## src/sv/lrs_pkg.sv

```systemverilog
package lrs_pkg;

  // Configuration port widths
  localparam int CFG_IDX_W  = 2;
  localparam int CFG_DATA_W = 11;

  // Register indexes
  localparam logic [CFG_IDX_W-1:0] REG_GRID_WIDTH  = 2'd0;
  localparam logic [CFG_IDX_W-1:0] REG_GRID_HEIGHT = 2'd1;

  // Smallest grid side, border included
  localparam logic [CFG_DATA_W-1:0] GRID_MIN  = 11'd3;
  localparam int                    GRID_RST  = 1024;

  // Life rule neighbor counts
  localparam logic [3:0] BIRTH_CNT = 4'd3;
  localparam logic [3:0] KEEP_CNT  = 4'd2;

  // One window column: bit 0 top row, bit 2 newest row
  typedef logic [2:0] win_col_t;

  // Saturate a grid side to [3, hi]
  function automatic logic [CFG_DATA_W-1:0] clamp_size(
    input logic [CFG_DATA_W-1:0] v,
    input int                    hi
  );
    logic [CFG_DATA_W-1:0] res;
    res = v;
    if (v < GRID_MIN) begin
      res = GRID_MIN;
    end else if (32'(v) > 32'(hi)) begin
      res = CFG_DATA_W'(hi);
    end
    return res;
  endfunction

  // Next state of one cell from its state and its live neighbor count
  function automatic logic life_next(input logic centre, input logic [3:0] sum);
    logic res;
    if (centre) begin
      res = (sum == KEEP_CNT) || (sum == BIRTH_CNT);
    end else begin
      res = (sum == BIRTH_CNT);
    end
    return res;
  endfunction

endpackage

```

## src/sv/lrs_ram.sv

```systemverilog
module lrs_ram #(
  parameter int WIDTH = 2,
  parameter int DEPTH = 1024
) (
  input  logic                     clk,
  input  logic                     we,
  input  logic [$clog2(DEPTH)-1:0] waddr,
  input  logic [WIDTH-1:0]         wdata,
  input  logic                     re,
  input  logic [$clog2(DEPTH)-1:0] raddr,
  output logic [WIDTH-1:0]         rdata
);

  logic [WIDTH-1:0] mem [DEPTH];

  // Write port
  always_ff @(posedge clk) begin
    if (we) begin
      mem[waddr] <= wdata;
    end
  end

  // Registered read, hold data between reads
  always_ff @(posedge clk) begin
    if (re) begin
      rdata <= mem[raddr];
    end
  end

endmodule

```

## src/sv/lrs_cell.sv

```systemverilog
module lrs_cell (
  input  logic              clk,
  input  logic              rst_n,
  input  logic              shift_en,
  input  lrs_pkg::win_col_t col_in,
  output lrs_pkg::win_col_t col_out,
  output logic [1:0]        edge_live
);
  import lrs_pkg::*;

  win_col_t col_r;

  // Take the neighbor's column on each shift
  always_ff @(posedge clk) begin
    if (!rst_n) begin
      col_r <= '0;
    end else if (shift_en) begin
      col_r <= col_in;
    end
  end

  assign col_out   = col_r;
  // Live count of the top and bottom rows of this column
  assign edge_live = {1'b0, col_r[0]} + {1'b0, col_r[2]};

endmodule

```

## src/sv/life_rule_stencil_3x3_core.sv

```systemverilog
// One generation of Conway's Life over a frame streamed in raster order, one
// cell per transaction, border rows and columns included. The block takes one
// cell per clock unless the output stalls; a result is registered after the
// cell that completes its neighborhood (the cell below-right of it), and only
// interior cells give a result, the last one flagged by out_last_cell. The
// two line stores share one RAM of MAX_WIDTH x 2 bits, read and written at
// most once per clock; a fill mark makes never-written entries read as zero,
// so no clearing pass follows reset. A size write restarts the frame at row
// 0, column 0; sizes are saturated to [3, MAX_WIDTH] and [3, MAX_HEIGHT].
module life_rule_stencil_3x3_core #(
  parameter int MAX_WIDTH  = 1024,
  parameter int MAX_HEIGHT = 1024
) (
  input  logic                           clk,
  input  logic                           rst_n,
  input  logic                           in_valid,
  output logic                           in_ready,
  input  logic                           in_cell_in,
  output logic                           out_valid,
  input  logic                           out_ready,
  output logic                           out_cell_out,
  output logic                           out_last_cell,
  input  logic                           cfg_valid,
  output logic                           cfg_ready,
  input  logic [lrs_pkg::CFG_IDX_W-1:0]  cfg_index,
  input  logic [lrs_pkg::CFG_DATA_W-1:0] cfg_data
);
  import lrs_pkg::*;

  localparam int CW = $clog2(MAX_WIDTH);
  localparam int RW = $clog2(MAX_HEIGHT);
  localparam int HW = $clog2(MAX_WIDTH + 1);
  localparam logic [CFG_DATA_W-1:0] WIDTH_RST  = clamp_size(CFG_DATA_W'(GRID_RST), MAX_WIDTH);
  localparam logic [CFG_DATA_W-1:0] HEIGHT_RST = clamp_size(CFG_DATA_W'(GRID_RST), MAX_HEIGHT);

  logic [CFG_DATA_W-1:0] grid_w_r, grid_h_r;
  logic [CW-1:0]         col_r, col_nxt;
  logic [RW-1:0]         row_r, row_nxt;
  logic [HW-1:0]         fill_r, fill_nxt;

  logic          in_fire, cfg_fire, col_wrap, row_wrap;
  logic          s1_go, s2_go;
  logic          s1_v_r, s1_bit_r, s1_fresh_r, s1_emit_r, s1_last_r;
  logic [CW-1:0] s1_addr_r;
  logic          s2_v_r, s2_emit_r, s2_last_r;
  logic          out_valid_r, out_cell_r, out_last_r;
  logic [1:0]    rdata;
  logic          top_bit, mid_bit;
  win_col_t      new_col, col0, col1, col2;
  logic [1:0]    edge0, edge1, edge2;
  logic [3:0]    nb_sum;

  // Handshake
  assign cfg_ready = 1'b1;
  assign cfg_fire  = cfg_valid && cfg_ready;
  assign s2_go     = s2_v_r && (!out_valid_r || out_ready);
  assign s1_go     = s1_v_r && (!s2_v_r || s2_go);
  assign in_ready  = !s1_v_r || s1_go;
  assign in_fire   = in_valid && in_ready;

  // Raster position of the next cell
  assign col_wrap = (32'(col_r) + 32'd1) >= 32'(grid_w_r);
  assign row_wrap = (32'(row_r) + 32'd1) >= 32'(grid_h_r);
  assign col_nxt  = col_wrap ? '0 : col_r + CW'(1);
  assign row_nxt  = !col_wrap ? row_r : (row_wrap ? '0 : row_r + RW'(1));
  assign fill_nxt = (32'(col_r) + 32'd1 > 32'(fill_r)) ? HW'(32'(col_r) + 32'd1) : fill_r;

  always_ff @(posedge clk) begin
    if (!rst_n) begin
      grid_w_r <= WIDTH_RST;
      grid_h_r <= HEIGHT_RST;
      col_r    <= '0;
      row_r    <= '0;
      fill_r   <= '0;
    end else if (cfg_fire) begin
      if (cfg_index == REG_GRID_WIDTH) begin
        grid_w_r <= clamp_size(cfg_data, MAX_WIDTH);
        col_r    <= '0;
        row_r    <= '0;
      end else if (cfg_index == REG_GRID_HEIGHT) begin
        grid_h_r <= clamp_size(cfg_data, MAX_HEIGHT);
        col_r    <= '0;
        row_r    <= '0;
      end
    end else if (in_fire) begin
      col_r  <= col_nxt;
      row_r  <= row_nxt;
      fill_r <= fill_nxt;
    end
  end

  // Line stores: bit 1 upper row, bit 0 middle row
  lrs_ram #(
    .WIDTH(2),
    .DEPTH(MAX_WIDTH)
  ) u_lines (
    .clk  (clk),
    .we   (s1_go),
    .waddr(s1_addr_r),
    .wdata({mid_bit, s1_bit_r}),
    .re   (in_fire),
    .raddr(col_r),
    .rdata(rdata)
  );

  // Stage 1: line store read in flight
  always_ff @(posedge clk) begin
    if (!rst_n) begin
      s1_v_r <= 1'b0;
    end else if (in_fire) begin
      s1_v_r <= 1'b1;
    end else if (s1_go) begin
      s1_v_r <= 1'b0;
    end
  end

  always_ff @(posedge clk) begin
    if (in_fire) begin
      s1_bit_r   <= in_cell_in;
      s1_addr_r  <= col_r;
      s1_fresh_r <= 32'(col_r) >= 32'(fill_r);
      s1_emit_r  <= (32'(row_r) >= 32'd2) && (32'(col_r) >= 32'd2);
      s1_last_r  <= row_wrap && col_wrap;
    end
  end

  // Unwritten entries read as dead cells
  assign top_bit = !s1_fresh_r && rdata[1];
  assign mid_bit = !s1_fresh_r && rdata[0];
  assign new_col = {s1_bit_r, mid_bit, top_bit};

  // Window: chain of three column cells, newest on the right
  lrs_cell u_cell2 (
    .clk(clk), .rst_n(rst_n), .shift_en(s1_go),
    .col_in(new_col), .col_out(col2), .edge_live(edge2)
  );
  lrs_cell u_cell1 (
    .clk(clk), .rst_n(rst_n), .shift_en(s1_go),
    .col_in(col2), .col_out(col1), .edge_live(edge1)
  );
  lrs_cell u_cell0 (
    .clk(clk), .rst_n(rst_n), .shift_en(s1_go),
    .col_in(col1), .col_out(col0), .edge_live(edge0)
  );

  // Stage 2: window holds the neighborhood
  always_ff @(posedge clk) begin
    if (!rst_n) begin
      s2_v_r <= 1'b0;
    end else if (s1_go) begin
      s2_v_r <= 1'b1;
    end else if (s2_go) begin
      s2_v_r <= 1'b0;
    end
  end

  always_ff @(posedge clk) begin
    if (s1_go) begin
      s2_emit_r <= s1_emit_r;
      s2_last_r <= s1_last_r;
    end
  end

  // Count live neighbors, centre excluded
  assign nb_sum = 4'(edge0) + 4'(edge1) + 4'(edge2) + 4'(col0[1]) + 4'(col2[1]);

  // Output register
  always_ff @(posedge clk) begin
    if (!rst_n) begin
      out_valid_r <= 1'b0;
    end else if (s2_go) begin
      out_valid_r <= s2_emit_r;
    end else if (out_ready) begin
      out_valid_r <= 1'b0;
    end
  end

  always_ff @(posedge clk) begin
    if (s2_go) begin
      out_cell_r <= life_next(col1[1], nb_sum);
      out_last_r <= s2_last_r;
    end
  end

  assign out_valid     = out_valid_r;
  assign out_cell_out  = out_cell_r;
  assign out_last_cell = out_last_r;

endmodule

```

## config.mk

```make
export PLATFORM = sky130hd
export DESIGN_NAME = life_rule_stencil_3x3_core
export DESIGN_NICKNAME = d
export VERILOG_FILES = /design/src/sv/lrs_pkg.sv /design/src/sv/lrs_ram.sv /design/src/sv/lrs_cell.sv /design/src/sv/life_rule_stencil_3x3_core.sv
export SDC_FILE = /design/constraint.sdc
export NUM_CORES = 2
export LEC_CHECK = 0
export BUFFER_PORTS_ARGS = -buffer_cell sky130_fd_sc_hd__buf_2
export CELL_PAD_IN_SITES_DETAIL_PLACEMENT = 1
export CELL_PAD_IN_SITES_GLOBAL_PLACEMENT = 2
export CORE_MARGIN = 4
export CORE_UTILIZATION = 52
export DETAILED_ROUTE_END_ITERATION = 10
export PLACE_DENSITY = 0.82
export SYNTH_ARGS = -nofsm -noshare
export SYNTH_HDL_FRONTEND = slang
export SYNTH_SLANG_ARGS = --single-unit
```

## constraint.sdc

```tcl
create_clock -name clk -period 61.4 [get_ports clk]
set_clock_uncertainty 0.1 [all_clocks]
set_input_delay 15.35 -clock clk [delete_from_list [all_inputs] [get_ports clk]]
set_output_delay 15.35 -clock clk [all_outputs]
set_load 0.01 [all_outputs]
```

# [Word level (Yosys, flattened, before mapping)]
# Memories as Yosys holds them, arrays and structs flattened. A register that Yosys moved wholly into a read port is not among the register bits.
# Cells that the tools add are included.
[totals] regBits=83 in_bits=19 mem_bits_rw=2048 n_memories=1 out_inout_bits=5 wordCells=92
[classes] bitwise_logic=2 addsub=11 eq_ne=4 muxes=20 magnitude_cmp=8 reduce_logical=26
[mem_list] name="u_lines.mem" words=1024 width=2 read_ports=1 rd_ports_with_merged_regs=1 write_ports=1 line_no="lrs_ram.sv:14" source="logic [WIDTH-1:0] mem [DEPTH];"
[op_table] operator="$mux W10" n=9
[op_table] operator="$ge A32 B11 Y1" n=1
[op_table] operator="$gt A32 B11 Y1" n=1
[op_table] operator="$add A10 B1 Y11 const B" n=2
[op_table] operator="$mux W11" n=2
[op_table] operator="$add A10 B1 Y10 const B" n=2
[op_table] operator="$ge A10 B2 Y1 const B" n=2
[op_table] operator="$ge A10 B11 Y1" n=1
[op_table] operator="$ge A11 B11 Y1" n=1
[op_table] operator="$gt A11 B11 Y1 const B" n=1
[op_table] operator="$lt A11 B2 Y1 const B" n=1
[op_table] operator="$reduce_bool A2 Y1" n=5
[op_table] operator="$mux W1" n=9
[op_table] operator="$reduce_and A3 Y1" n=3
[op_table] operator="$add A4 B1 Y4" n=2
[op_table] operator="$eq A4 B2 Y1 const B" n=2
[op_table] operator="$logic_and A1 B1 Y1" n=7
[op_table] operator="$add A1 B1 Y2" n=3
[op_table] operator="$add A3 B2 Y4" n=1
[op_table] operator="$logic_not A1 Y1" n=4
[op_table] operator="$logic_or A1 B1 Y1" n=4
[op_table] operator="$reduce_and A2 Y1" n=2
[op_table] operator="$add A2 B2 Y3" n=1
[op_table] operator="$ne A3 B1 Y1 const B" n=1
[op_table] operator="other kinds (3)" n=4

# [Depth between registers and ports, before layout]
[logic_depth] word_depth=9 mapped_depth=19 depth_no_buf=16

# [Modules after synthesis]
# From an unflattened synthesis, not the netlist that was laid out.
[unflattened] hier_cells=5317 area_unflattened_um2=88582.5
[modules_own_cells] mod="lrs_ram" n_inst=1 area_each_um2=83777.8 cells_each=4793
[modules_own_cells] mod="life_rule_stencil_3x3_core" n_inst=1 area_each_um2=4440.5 cells_each=494
[modules_own_cells] mod="lrs_cell" n_inst=3 area_each_um2=121.4 cells_each=10

# [Least setup slack after synthesis]
# Ideal clock, no wire load.
[synth_timing] path_kind="input to output" start="input out_ready" end="output in_ready" n_path_buf=0 required_time_ns=45.950 arrival_ns=15.754 setup_slack_ns=30.196 cell_stages=2 path_cell_list="nor2b_1 nand3_1"
[synth_via] elab_chain_len=5
[synth_rtl] item="start, declared" line_no="life_rule_stencil_3x3_core.sv:20" source="input logic out_ready,"
[synth_rtl] item="$logic_or A1 B1 Y1" line_no="life_rule_stencil_3x3_core.sv:56" source="assign s2_go = s2_v_r && (!out_valid_r || out_ready);"
[synth_rtl] item="$logic_and A1 B1 Y1" line_no="life_rule_stencil_3x3_core.sv:56"
[synth_rtl] item="$logic_or A1 B1 Y1" line_no="life_rule_stencil_3x3_core.sv:57" source="assign s1_go = s1_v_r && (!s2_v_r || s2_go);"
[synth_rtl] item="$logic_and A1 B1 Y1" line_no="life_rule_stencil_3x3_core.sv:57"
[synth_rtl] item="$logic_or A1 B1 Y1" line_no="life_rule_stencil_3x3_core.sv:58" source="assign in_ready = !s1_v_r || s1_go;"
[synth_rtl] item="end, declared" line_no="life_rule_stencil_3x3_core.sv:17" source="output logic in_ready,"
# Every way passes these cells.

# [Worst setup path after layout]
# Same ends and word-level chain as after synthesis.

==> summary.md <==
| Metric | Value |
|---|---|
| Delay of the slowest cell on the worst path | `0.26 ns` |
| Core area | `170000 um^2` |
| Final Power | `about 0.0030 W` |
| Sequential fraction of the synthesis area | `0.712` |
| Clk Latency, worst-skew pair | `~0.87 ns` |
| Switching share of power | `0.212` |
| Fin Setup TNS | `0 ns` |
| Post-CTS Setup Bufs | `0` |
| Port Buffers | `22` |
| Max H-tree Level | `4` |
| Setup CP Type | `in2out` |
| Clock sink count | `2133` |
| Clock share of power | `0.430` |
| Critical path's most frequent cell | `buf_2` |
| Initial antenna violation count | `10` |
| Launch point of the worst reg-to-reg path | `col_r[0]` |
| RSZ-0062 raised after global routing | `false` |
| CP Cell Sequence | `buf_2 -> nor2b_1 -> nand3_1 -> buf_2` |
| Syn avg cell area | `approximately 17 um^2` |
| Die W | `between 400 and 500 um` |
| Largest net degree at the start of global routing | `approximately 260` |
| Mean routed wirelength per cell | `around 35 um` |
| # IOs | `24` |
| Hold depth | `0` |
| Tmin final | `between 30 and 40 ns` |
| Max-slew violation count | `0` |
| Std-Cell Rows | `~150` |
| DRT Pass-1 Iters | `8` |
| Outcome | `finished clean` |
| Most common flop cell mapped by yosys | `edfxtp_1` |
| Yosys warnings | `0` |
| Final hold vios | `0` |
| Worst setup EP type | `output pin` |
| Reg-to-Reg End | `u_lines.rdata[0]` |
| Power per Cell Area | `slightly above 30 nW/um^2` |
| Most frequent cells in the layout | `2068 x edfxtp_1, 1092 x nor2_1, 398 x mux4_2` |
| P_int | `approximately 0.0023 W` |
| Fillers | `between 15000 and 20000` |
| Mapped Nets | `between 5000 and 6000` |
| Post-DP HPWL | `between 100000 and 150000 um` |
| Drt drc | `0` |
| Die area | `about 180000 um^2` |
| Layout area overhead | `9.68%` |
| Fin crit share | `0.513` |
| Worst-case reg-to-reg path depth | `11` |
| Via count | `around 51000` |
| LEAKAGE | `29.5 nW` |
| Clk slew on worst S/H paths | `approximately 0.060 ns` |
| #FFs+latches synth | `roughly 2100` |
| Switching pwr | `around 0.00063 W` |
| Slew headroom | `0.0730` |
| Synth Cell Area | `89000 um^2` |
| Placer Congestion | `about 0.8` |
| Resized cells post-CTS | `0` |
| Worst EP arrival | `16.04 ns` |
| Vias in the first global route | `around 53000` |
| Detail-routed via count per cell | `approximately 6.6` |
| Async S/R FF share, synth | `0` |
| Distinct cell type count after synthesis | `85` |
| Leading cell type in the layout, fill and taps excluded | `edfxtp_1` |
| Hold_buf cts | `0` |
| R2R Setup Slk | `approximately 55 ns` |
| WHS | `about 0.32 ns` |
| Detail Route Antenna Nets | `0` |
| CTS Buf Count | `~210` |
| Share of layout cells above drive strength 1 | `0.171` |
| Maximum VDD drop | `roughly 32 uV` |
| Max Buffers Root-to-Sink | `3` |
| Req. time, crit path | `about 46 ns` |
| Initial Utilization | `0.524` |
| MaxCap Viol Count | `0` |
| GRT Resource Usage Total | `0.300` |
| Hold EP | `out_last_cell` |
| Total congestion overflow | `0` |
| Root buffer cell | `clkbuf_16` |
| Seq pwr share | `0.538` |
| Combinational share of power | `0.032` |
| Hold Path Class | `reg2reg` |
| Setup crit start kind | `primary input` |
| Die Y | `around 420 um` |
| Initial DRC Count | `7134` |
| Slowest CP cell | `nor2b_1` |
| EDFF count, synth | `approximately 2100` |
| TritonCTS clock tree | `built` |
| Min-delay src | `s2_last_r` |
| Setup-failing EPs final | `0` |
| Peak Freq | `0.0318 GHz` |
| Worst Max-Slew Pin Slew | `about 1.4 ns` |
| Nets | `between 5000 and 6000` |
| First-pass GRT wire length | `between 300000 and 400000 um` |
| DRT Wirelength | `between 200000 and 300000 um` |
| Worst-path fanout max | `5` |
| Synth Instances | `approximately 5400` |
## synthesized netlist by cell type (all sizes together) (10+ instances only)
cell type,instances,area share
inv,56,0.0024
o21ai,61,0.0034
a31oi,20,0.0014
dfxtp,65,0.015
nor2,1096,0.046
or3,11,0.00077
edfxtp,2068,0.70
and2,11,0.00077
xnor2,11,0.0011
mux2i,128,0.014
o2111ai,10,0.00098
nor3,38,0.0021
mux2,38,0.0048
nand2,272,0.011
o21a,10,0.00084
a22oi,47,0.0040
o221ai,13,0.0013
clkbuf,262,0.012
mux4,464,0.12
a211oi,24,0.0020
nand2b,23,0.0016
ha,50,0.0070
buf,162,0.014
o211ai,13,0.0011
a221oi,16,0.0016
o22ai,41,0.0029
a2111oi,15,0.0016
a21oi,56,0.0031
nor4,20,0.0015
a21o,14,0.0012
a21boi,46,0.0039
nor2b,46,0.0032
nand3,43,0.0024
## kinds of logic (layout without fill, tap and decap cells)
| family | count (synthesis) | after routing | synth area share |
|---|---|---|---|
| buffers and inverters | 481 | 593 | 0.0287 |
| adders and majority gates | 54 | 54 | 0.00793 |
| AOI/OAI and AO/OA | 456 | 456 | 0.0363 |
| xor gates and xnor gates | 15 | 15 | 0.00148 |
| other | 1 | 3 | 0.0000421 |
| and+or+nand+nor | 1606 | 1606 | 0.0739 |
| muxes | 630 | 630 | 0.139 |
| DFF | 2133 | 2133 | 0.712 |
## worst max-delay path, delay by kind of cell
kind                   cells  cell delay [ns]
and+or+nand+nor            2             0.43
buffers and inverters      2             0.27
## per-stage QoR
step	area [um^2]	setup slack [ns]	std cells	utilization
after floorplan	89000	30.20	5376	-
after global placement	90800	29.88	7315	0.535
after detailed placement	90800	29.90	7315	0.535
after CTS	97600	29.89	7706	0.575
after global routing	97600	29.83	7706	0.575
final	97600	29.91	7708	0.575
## worst max path at each step
stage | cells after the start | slack [ns] | start | end
floorplan | 2 | 30.20 | out_ready | in_ready
global placement | 4 | 29.88 | out_ready | in_ready
detailed placement | 4 | 29.90 | out_ready | in_ready
CTS | 4 | 29.89 | out_ready | in_ready
global route | 4 | 29.83 | out_ready | in_ready
finish | 4 | 29.91 | out_ready | in_ready
## flip-flops by register name, summed over array words and instances, names as in the netlist
signal,cells
out_last_cell,1
row_r,10
out_valid,1
out_cell_out,1
s1_last_r,1
s1_emit_r,1
s1_fresh_r,1
u_cell1.col_out,3
grid_h_r,11
u_cell0.col_out,3
u_lines.mem,2048
s1_v_r,1
s2_last_r,1
u_cell2.col_out,3
s2_emit_r,1
fill_r,11
s1_bit_r,1
s1_addr_r,10
col_r,10
grid_w_r,11
s2_v_r,1
u_lines.rdata,2
## cell type report
class	count	area, um^2	area share
inverters	57	216	0.00222
diodes	2	5.00	0.0000513
multi-input cells	2762	23200	0.238
clock inverters	129	1250	0.0128
repair buffers	145	1160	0.0119
well taps	2218	2780	0.0284
flip-flops and latches	2133	63400	0.650
clock buffers	262	5570	0.0571
## per-layer routing
metal  global-route usage  part of all wire  routed length, um
met1                0.414              0.39             103000
met2                0.472              0.48             127000
met3               0.0659             0.099              26500
met4                0.112             0.039              10500
met5                    0          0.000049                 13
## power groups by stage
stage	logic [W]	registers [W]	clock network [W]
floorplan	0.0000595	0.00166	0
global placement	0.0000922	0.00163	0
detailed placement	0.0000941	0.00163	0
CTS	0.0000944	0.00160	0.00129
global route	0.000100	0.00160	0.00136
finish	0.0000943	0.00160	0.00128
Note: power is estimated with default switching activity, not from simulation.
